==> config.mk <==
export PLATFORM = sky130hd
export DESIGN_NAME = weekly_time_window_volume_select_top
export DESIGN_NICKNAME = d
export VERILOG_FILES = /design/src/rtl/wtwvs_pkg.sv /design/src/rtl/wtwvs_csr.sv /design/src/rtl/wtwvs_slot_match.sv /design/src/rtl/weekly_time_window_volume_select_top.sv
export VERILOG_INCLUDE_DIRS = /design/src /design/src/rtl
export SDC_FILE = /design/constraint.sdc
export NUM_CORES = 1
export LEC_CHECK = 0
export ABC_AREA = 1
export BUFFER_PORTS_ARGS = -buffer_cell sky130_fd_sc_hd__buf_2
export CAP_MARGIN = 15
export CORE_MARGIN = 4
export CORE_UTILIZATION = 39
export CTS_CLUSTER_DIAMETER = 60
export DETAILED_ROUTE_END_ITERATION = 10
export PLACE_DENSITY_LB_ADDON = 0.15
export SKIP_LAST_GASP = 1
export SLEW_MARGIN = 20
export SYNTH_ARGS = -nofsm -noshare
export SYNTH_HDL_FRONTEND = slang
export SYNTH_SLANG_ARGS = --single-unit
==> constraint.sdc <==
create_clock -name clock -period 6.9 [get_ports clock]
set_clock_uncertainty 0.1 [all_clocks]
set_input_delay 1.38 -clock clock [delete_from_list [all_inputs] [get_ports clock]]
set_output_delay 1.38 -clock clock [all_outputs]
set_load 0.02 [all_outputs]
==> src/rtl/weekly_time_window_volume_select_top_assert.svh <==
// Assertion macros for the volume selector.
`ifndef WEEKLY_TIME_WINDOW_VOLUME_SELECT_TOP_ASSERT_SVH
`define WEEKLY_TIME_WINDOW_VOLUME_SELECT_TOP_ASSERT_SVH

// Same-cycle implication.
`define WTWVS_ASSERT_IMP(name, ante, cons, msg) \
   name: assert property (@(posedge clock) disable iff (reset) (ante) |-> (cons)) \
      else $error(msg);

// Next-cycle implication.
`define WTWVS_ASSERT_NXT(name, ante, cons, msg) \
   name: assert property (@(posedge clock) disable iff (reset) (ante) |=> (cons)) \
      else $error(msg);

`endif

==> src/rtl/wtwvs_pkg.sv <==
package wtwvs_pkg;

   localparam int NUM_SLOTS_DEFAULT = 4;
   localparam int CSR_INDEX_W       = 5;
   localparam int CSR_DATA_W        = 38;
   localparam int MINUTE_W          = 11;
   localparam int MINUTES_PER_HOUR  = 60;

   localparam logic [7:0] BASE_VOLUME_RESET = 8'd70;

   localparam logic [CSR_INDEX_W-1:0] CSR_BASE_VOLUME  = CSR_INDEX_W'(0);
   localparam logic [CSR_INDEX_W-1:0] CSR_SLOTS_IN_USE = CSR_INDEX_W'(1);
   localparam logic [CSR_INDEX_W-1:0] CSR_SLOT_BASE    = CSR_INDEX_W'(2);

   localparam logic [2:0] WDAY_SUNDAY   = 3'd0;
   localparam logic [2:0] WDAY_SATURDAY = 3'd6;
   localparam logic [2:0] WDAY_ALIAS    = 3'd7;

   typedef struct packed {
      logic [4:0] hour;
      logic [5:0] minute;
      logic [2:0] weekday;
      logic       clock_valid;
   } req_type;

   typedef struct packed {
      logic [7:0] volume;
      logic       from_slot;
   } rsp_type;

   typedef struct packed {
      logic [7:0] volume;
      logic [5:0] end_minute;
      logic [4:0] end_hour;
      logic [5:0] start_minute;
      logic [4:0] start_hour;
      logic [6:0] days;
      logic       active;
   } slot_type;

   typedef struct packed {
      logic [7:0] base_volume;
      logic [2:0] slots_in_use;
   } cfg_type;

   // bit0 Monday .. bit6 Sunday; the unused weekday code counts as Sunday
   function automatic logic [6:0] day_bit(input logic [2:0] wday);
      logic [6:0] mask;
      if (wday == WDAY_SUNDAY || wday == WDAY_ALIAS) begin
         mask = 7'b100_0000;
      end else begin
         mask = 7'b000_0001 << (wday - 3'd1);
      end
      return mask;
   endfunction

   function automatic logic [2:0] prev_weekday(input logic [2:0] wday);
      logic [2:0] prev;
      if (wday == WDAY_SUNDAY || wday == WDAY_ALIAS) begin
         prev = WDAY_SATURDAY;
      end else begin
         prev = wday - 3'd1;
      end
      return prev;
   endfunction

   function automatic logic [MINUTE_W-1:0] day_minutes(input logic [4:0] hour,
                                                       input logic [5:0] minute);
      return MINUTE_W'(MINUTE_W'(hour) * MINUTE_W'(MINUTES_PER_HOUR))
             + MINUTE_W'(minute);
   endfunction

endpackage

==> src/rtl/wtwvs_csr.sv <==
module wtwvs_csr
   import wtwvs_pkg::*;
#(
   parameter int NUM_SLOTS = NUM_SLOTS_DEFAULT
) (
   input  logic                   clock,
   input  logic                   reset,
   input  logic                   csr_valid,
   output logic                   csr_ready,
   input  logic [CSR_INDEX_W-1:0] csr_index,
   input  logic [CSR_DATA_W-1:0]  csr_data,
   output cfg_type                cfg,
   output slot_type               slots [NUM_SLOTS]
);

   cfg_type  cfg_ff;
   slot_type slot_ff [NUM_SLOTS];
   logic     write;

   assign csr_ready = 1'b1;
   assign write     = csr_valid && csr_ready;

   always_ff @(posedge clock) begin
      if (reset) begin
         cfg_ff.base_volume  <= BASE_VOLUME_RESET;
         cfg_ff.slots_in_use <= '0;
         for (int i = 0; i < NUM_SLOTS; i++) begin
            slot_ff[i] <= '0;
         end
      end else if (write) begin
         priority if (csr_index == CSR_BASE_VOLUME) begin
            cfg_ff.base_volume <= csr_data[7:0];
         end else if (csr_index == CSR_SLOTS_IN_USE) begin
            cfg_ff.slots_in_use <= csr_data[2:0];
         end else begin
            for (int i = 0; i < NUM_SLOTS; i++) begin
               if (csr_index == CSR_SLOT_BASE + CSR_INDEX_W'(i)) begin
                  slot_ff[i] <= slot_type'(csr_data);
               end
            end
         end
      end
   end

   assign cfg   = cfg_ff;
   assign slots = slot_ff;

endmodule

==> src/rtl/wtwvs_slot_match.sv <==
module wtwvs_slot_match
   import wtwvs_pkg::*;
(
   input  slot_type            slot,
   input  logic                enable,
   input  logic [MINUTE_W-1:0] now_min,
   input  logic [6:0]          today,
   input  logic [6:0]          yesterday,
   output logic                hit
);

   logic [MINUTE_W-1:0] start_min;
   logic [MINUTE_W-1:0] end_min;
   logic                today_on;
   logic                prev_on;
   logic                in_window;

   assign start_min = day_minutes(slot.start_hour, slot.start_minute);
   assign end_min   = day_minutes(slot.end_hour, slot.end_minute);
   assign today_on  = |(slot.days & today);
   assign prev_on   = |(slot.days & yesterday);

   // wrapped window: before the start belongs to the previous day
   always_comb begin
      priority if (start_min <= end_min) begin
         in_window = today_on && now_min >= start_min && now_min < end_min;
      end else if (now_min >= start_min) begin
         in_window = today_on;
      end else begin
         in_window = prev_on;
      end
   end

   assign hit = enable && slot.active && in_window;

endmodule

==> src/rtl/weekly_time_window_volume_select_top.sv <==
// Weekly time-window volume selector.
// req channel: one transfer carries hour, minute, weekday (0 = Sunday) and a
//    clock_valid flag. rsp channel: one transfer per request with the volume
//    and from_slot (1 when a schedule slot matched, 0 for the default volume).
// csr channel: register writes, index 0 default volume, 1 slots in use,
//    2 and up one packed slot each. Always ready; write only while idle.
// Path: a request is held in the request register, its result in the result
//    register. Throughput: one request per cycle unless rsp stalls; all slot
//    windows are compared in parallel in the stage between the two registers,
//    followed by a lowest-slot-first priority pick.
// Stall: while rsp_valid is high and rsp_ready low, the result holds and
//    one more request is still taken into the request register; req_ready
//    drops only when both registers are full.
// Reset: synchronous, clears both pipeline valids, default volume to 70,
//    slot count and all slots to zero.
`include "weekly_time_window_volume_select_top_assert.svh"

module weekly_time_window_volume_select_top
   import wtwvs_pkg::*;
#(
   parameter int NUM_SLOTS = NUM_SLOTS_DEFAULT
) (
   input  logic                   clock,
   input  logic                   reset,
   input  logic                   req_valid,
   output logic                   req_ready,
   input  req_type                req_data,
   output logic                   rsp_valid,
   input  logic                   rsp_ready,
   output rsp_type                rsp_data,
   input  logic                   csr_valid,
   output logic                   csr_ready,
   input  logic [CSR_INDEX_W-1:0] csr_index,
   input  logic [CSR_DATA_W-1:0]  csr_data
);

   cfg_type             cfg;
   slot_type            slots [NUM_SLOTS];

   logic                query_valid_ff, query_valid_in;
   req_type             query_ff;
   logic                rsp_valid_ff, rsp_valid_in;
   rsp_type             rsp_ff, rsp_in;
   logic                query_adv;
   logic                rsp_free;

   logic [MINUTE_W-1:0] now_min;
   logic [6:0]          today;
   logic [6:0]          yesterday;
   logic [NUM_SLOTS-1:0] hit;

   wtwvs_csr #(.NUM_SLOTS(NUM_SLOTS)) u_csr (
      .clock     (clock),
      .reset     (reset),
      .csr_valid (csr_valid),
      .csr_ready (csr_ready),
      .csr_index (csr_index),
      .csr_data  (csr_data),
      .cfg       (cfg),
      .slots     (slots)
   );

   assign rsp_free  = !rsp_valid_ff || rsp_ready;
   assign query_adv = query_valid_ff && rsp_free;
   assign req_ready = !query_valid_ff || rsp_free;

   assign query_valid_in = req_ready ? req_valid : query_valid_ff;
   assign rsp_valid_in   = rsp_free ? query_valid_ff : rsp_valid_ff;

   assign now_min   = day_minutes(query_ff.hour, query_ff.minute);
   assign today     = day_bit(query_ff.weekday);
   assign yesterday = day_bit(prev_weekday(query_ff.weekday));

   for (genvar g = 0; g < NUM_SLOTS; g++) begin : g_slot
      wtwvs_slot_match u_match (
         .slot      (slots[g]),
         .enable    (g < int'(cfg.slots_in_use)),
         .now_min   (now_min),
         .today     (today),
         .yesterday (yesterday),
         .hit       (hit[g])
      );
   end

   // lowest slot wins
   always_comb begin
      rsp_in.volume    = cfg.base_volume;
      rsp_in.from_slot = 1'b0;
      if (query_ff.clock_valid) begin
         for (int i = NUM_SLOTS - 1; i >= 0; i--) begin
            if (hit[i]) begin
               rsp_in.volume    = slots[i].volume;
               rsp_in.from_slot = 1'b1;
            end
         end
      end
   end

   always_ff @(posedge clock) begin
      if (reset) begin
         query_valid_ff <= 1'b0;
         rsp_valid_ff   <= 1'b0;
      end else begin
         query_valid_ff <= query_valid_in;
         rsp_valid_ff   <= rsp_valid_in;
      end
   end

   always_ff @(posedge clock) begin
      if (req_valid && req_ready) begin
         query_ff <= req_data;
      end
      if (query_adv) begin
         rsp_ff <= rsp_in;
      end
   end

   assign rsp_valid = rsp_valid_ff;
   assign rsp_data  = rsp_ff;

   `WTWVS_ASSERT_IMP(a_ready_only_when_full, !req_ready, query_valid_ff && rsp_valid_ff,
      "request refused while a pipeline register is free")
   `WTWVS_ASSERT_NXT(a_query_holds, query_valid_ff && !query_adv,
      query_valid_ff && $stable(query_ff), "stalled request register changed")
   `WTWVS_ASSERT_NXT(a_invalid_clock_default, query_adv && !query_ff.clock_valid,
      !rsp_ff.from_slot && rsp_ff.volume == $past(cfg.base_volume),
      "unsynchronized clock did not give the default volume")

endmodule
---- Word-level counts from Yosys, hierarchy flattened ----
Index checks and enable logic that the tools add are counted.
word-level totals
  register bits after elaboration ......... 189
  bits of input ports ..................... 63
  output and inout bits ................... 12
  logic and storage cells ................. 150
cells by class
  $add $sub $neg .......................... 11
  $mul .................................... 9
  $lt $le $gt $ge ......................... 16
  equality and inequality tests ........... 7
  shifts and indexed selects .............. 2
  mux-type cells .......................... 16
  bitwise gates (word level) .............. 10
  reduce and logical (&&, ||, !) cells .... 41
operators by type and width
  kind                                                                         count
  11-bit by 6-bit adder with 11-bit output                                     9
  5-bit by 4-bit multiplier with 9-bit output, second input constant           9
  7-bit AND                                                                    8
  7-bit OR reduction                                                           8
  9-bit two-way mux                                                            5
  11-bit >= comparator                                                         4
  11-bit less-or-equal comparator                                              4
  11-bit less-than comparator                                                  4
  1-bit logical AND                                                            18
  4-bit AND reduction                                                          4
  7-bit two-way mux                                                            2
  1-bit by 3-bit left shift with 7-bit output, first input constant            2
  5-bit by 2-bit == test with 1-bit output, second input constant              2
  5-bit by 3-bit == test with 1-bit output, second input constant              2
  1-bit two-way mux                                                            8
  3-bit == test, second input constant                                         2
  3-bit zero test                                                              2
  1-bit by 3-bit less-than comparator with 1-bit output, first input constant  2
  2-bit by 3-bit less-than comparator with 1-bit output, first input constant  2
  3-bit by 1-bit subtractor with 3-bit output, second input constant           2
  5-bit by 1-bit == test with 1-bit output, second input constant              1
  5-bit zero test                                                              1
  1-bit logical OR                                                             4
  3-bit two-way mux                                                            1
  other kinds (4)                                                              6

---- Logic depth before layout (Yosys ltp) ----
  word-level depth ........................ 16
  gate-level depth with buffers ........... 32
  gate-level depth less buffers ........... 32

---- Hierarchy ----
Synthesis repeated with hierarchy kept, for this count alone.
second synthesis, totals
  cells, all modules ...................... 2589
  area total of the unflattened synthesis .. 18136.1 um^2
modules (own cells, without submodules)
  module                                 instances  cells an instance  area each (um^2)  sequential area each (um^2)
  wtwvs_csr                              1          1053               6811.5            3263.1
  wtwvs_slot_match at g_slot[2].u_match  1          316                2277.2            0.0
  weekly_time_window_volume_select_top   1          274                2275.9            760.7
  wtwvs_slot_match at g_slot[3].u_match  1          316                2272.2            0.0
  wtwvs_slot_match at g_slot[0].u_match  1          315                2252.2            0.0
  wtwvs_slot_match at g_slot[1].u_match  1          315                2247.2            0.0

---- Worst setup path before layout ----
Ideal clock, no wire load.
  kind .................................... register -> register
  start point ............................. reg query_ff[13] (netlist name)
  end point ............................... reg rsp_ff, in the netlist rsp_data[7] (data pin)
  setup time .............................. 0.252 ns
  arrival ................................. 4.838 ns
  slack ................................... 1.710 ns
  stages on the path, launching flop included .. 29
  path buffers ............................ 1
  cells stage by stage .................... edfxtp_1 -> inv_1 -> fa_1 -> fa_1 -> inv_1 -> ha_1 -> a21oi_1 -> nand2_1 -> nand2_2 -> nand2_1 -> a21oi_1 -> xor2_1 -> nand3_1 -> xor2_1 -> ha_1 -> nand2_1 -> nor2_1 -> a211oi_1 -> nand3_1 -> a31oi_1 -> nand3b_1 -> nand2_1 -> nand4_4 -> clkbuf_8 -> nor2_1 -> a21oi_1 -> nand2_1 -> nand2_1 -> nand2_1
RTL lines
  element                 RTL line                                     RTL
  from (decl)             weekly_time_window_volume_select_top.sv:41   req_type query_ff;
  from (signal assigned)  weekly_time_window_volume_select_top.sv:111  query_ff <= req_data;
  to (signal assigned)    weekly_time_window_volume_select_top.sv:114  rsp_ff <= rsp_in;
  to (decl)               weekly_time_window_volume_select_top.sv:43   rsp_type rsp_ff, rsp_in;

==> metrics.yaml <==
outcome: "finished clean"
core_region_area_um2: 42230
cts_hold_buf: 0
htree_levels: 4
num_vias: 14097
min_period_over_period_pct: 85.36
startpoint_type: "register"
slew_headroom_pct: 37.30
final_cells: 2798
min_period_ns: 5.890
ant_nets: 0
synth_seq_area_share_pct: 23.95
wl_mm: 46.49
hold_viol: 0
cts_setup_buffers: 0
io_buffers: 73
report.final.setup_viol: 0
routedWlPerCell_um: 16.62
crit_type: "register to register"
placed_cells: 2764
mostFrequentLayoutCells: "inv_1, nor2_1, ha_1"
cp_common_cell: "nand2_1"
max_stage_delay_ns: 0.58
grt_max_degree: 99
p_total_w: 0.003624
overflow: 0
hold_slack_ns: 0.3552
place_hpwl_mm: 36.32
drc: 0
drive_above_1_share_pct: 8.330
die_x_um: 215.6
dieArea_um2: 46460
maxCapViolCount: 0
clock_sinks: 189
antenna_found_initial: 4
cts_resized: 0
clk_latency_ns: 0.49
first_global_vias: 13735
final_common_cell: "inv_1"
synth_edf_count: 24
synth_ff_type: "dfxtp_1"
cts_tree: "built"
cts_made_buffers: 17
slew_violations: 0
fin_setup_tns_ns: 0
p_per_area_nw_per_um2: 197.3
clk_pin_slew_ns: 0.09
syn_nets: 2600
vdd_drop_max_mv: 0.2908
fin_nets: 2655
worst_pin_slew_ns: 0.9359
clock_path_buffers: 2
final_core_util_pct: 43.50
ys_types: 53
syn_area_um2: 16800
via_per_inst: 5.038
nFillCells: 4329
ioPinCount: 75
track_usage_pct: 20.22
cp-end-kind: "register"
syn_area_per_cell_um2: 7.675
root_buffer: "clkbuf_16"
syn_to_final_growth_pct: 9.332
hold_class: "register to register"
drtPass1Iterations: 5
drt_iter0_drc: 878
cp_data_required_time_ns: 7.05
synth.yosys.warnings: 0
start_util_pct: 39.78
max_freq_mhz: 169.8
grt_pass1_wl_mm: 74.17
ys_ff_latch: 189
gp_congestion: 0.8926
critPathSlowestCell: "fa_1"
rsz0062_at_grt: "false"
cp_max_fo: 9
die_h_um: 215.6
synth-async-reset-ratio_pct: 0
synthCells: 2189
arrival_ns: 6.04
row_count: 75
p_leak_nw: 9.090
final timing paths:
path / from / endpoint / slack [ns] / cells after the start
setup reg to reg: u_csr.slots[46] / rsp_data[4] / 1.01 / 25
setup / recovery: u_csr.slots[46] / rsp_data[4] / 1.01 / 25
hold reg to reg: u_csr.slots[76] / u_csr.slots[76] / 0.36 / 2
hold / removal: u_csr.slots[76] / u_csr.slots[76] / 0.36 / 2
flip-flops by register name, summed over array words and instances, names as in the netlist:
| register | flops |
|---|---|
| query_valid_ff | 1 |
| query_ff | 15 |
| u_csr.slots | 152 |
| rsp_valid | 1 |
| rsp_data | 9 |
| u_csr.cfg | 11 |
worst max-delay path: cells and delay by family, from the launching register on:
| family | cells | cell delay [ns] |
|---|---|---|
| xor+xnor | 1 | 0.36 |
| flops | 1 | 0.37 |
| compound gates | 2 | 0.36 |
| simple gates | 15 | 2.13 |
| buf+inv | 2 | 0.12 |
| fa+ha+maj | 5 | 2.22 |
cell families after synthesis:
family / synth area share [%]
buffers and inverters: 8.483
other: 0.02232
AOI/OAI and AO/OA: 13.03
xor gates and xnor gates: 4.982
DFF: 23.95
adders and majority gates: 29.14
and+or+nand+nor: 20.40
layout make-up:
type                            instances  area [µm²]  area share (%)
Clock buffer                           19       452.9           2.466
Inverter                              323        1215           6.614
Sequential cell                       189        4024           21.91
Multi-Input combinational cell       1627       11370           61.91
Timing Repair Buffer                   86       462.9           2.520
Antenna cell                            2       5.005         0.02725
Tap cell                              539       674.4           3.672
Clock inverter                         13       161.4          0.8787
Yosys cell counts, types with 35 or more instances:
library cell | count | area share [%]
a21oi_1 | 185 | 5.5
clkbuf_1 | 46 | 1.0
dfxtp_1 | 165 | 20
fa_1 | 72 | 8.6
ha_1 | 276 | 21
inv_1 | 304 | 6.8
nand2_1 | 266 | 5.9
nand3_1 | 84 | 2.5
nor2_1 | 303 | 6.8
o21ai_0 | 191 | 5.7
xnor2_1 | 35 | 1.8
xor2_1 | 55 | 2.9
per-layer routing:
| layer | part of all wire, % | GRT usage [%] | up-vias |
|---|---|---|---|
| met5 | 0.041 | 0 | - |
| met4 | 3.1 | 7.301 | 2 |
| met3 | 4.6 | 4.360 | 62 |
| met2 | 47 | 33.81 | 259 |
| met1 | 45 | 25.83 | 6508 |
| li1 | - | - | 7266 |
report_power, final:
| part | leakage (nW) | switching (W) | internal (W) |
|---|---|---|---|
| combinational | 7.22 | 0.000911 | 0.000522 |
| clock | 0.301 | 0.000529 | 0.000509 |
| sequential | 1.57 | 0.0000193 | 0.00113 |
| total | 9.09 | 0.00146 | 0.00217 |
through the flow:
stage,instance area (µm²),setup WS (ns)
3_5_place_dp,17740,1.008
6_report,18370,1.010
3_3_place_gp,17740,1.096
2_1_floorplan,16800,1.710
5_1_grt,18360,0.5649
4_1_cts,18360,1.006
Note: power is estimated with default switching activity, not from simulation.
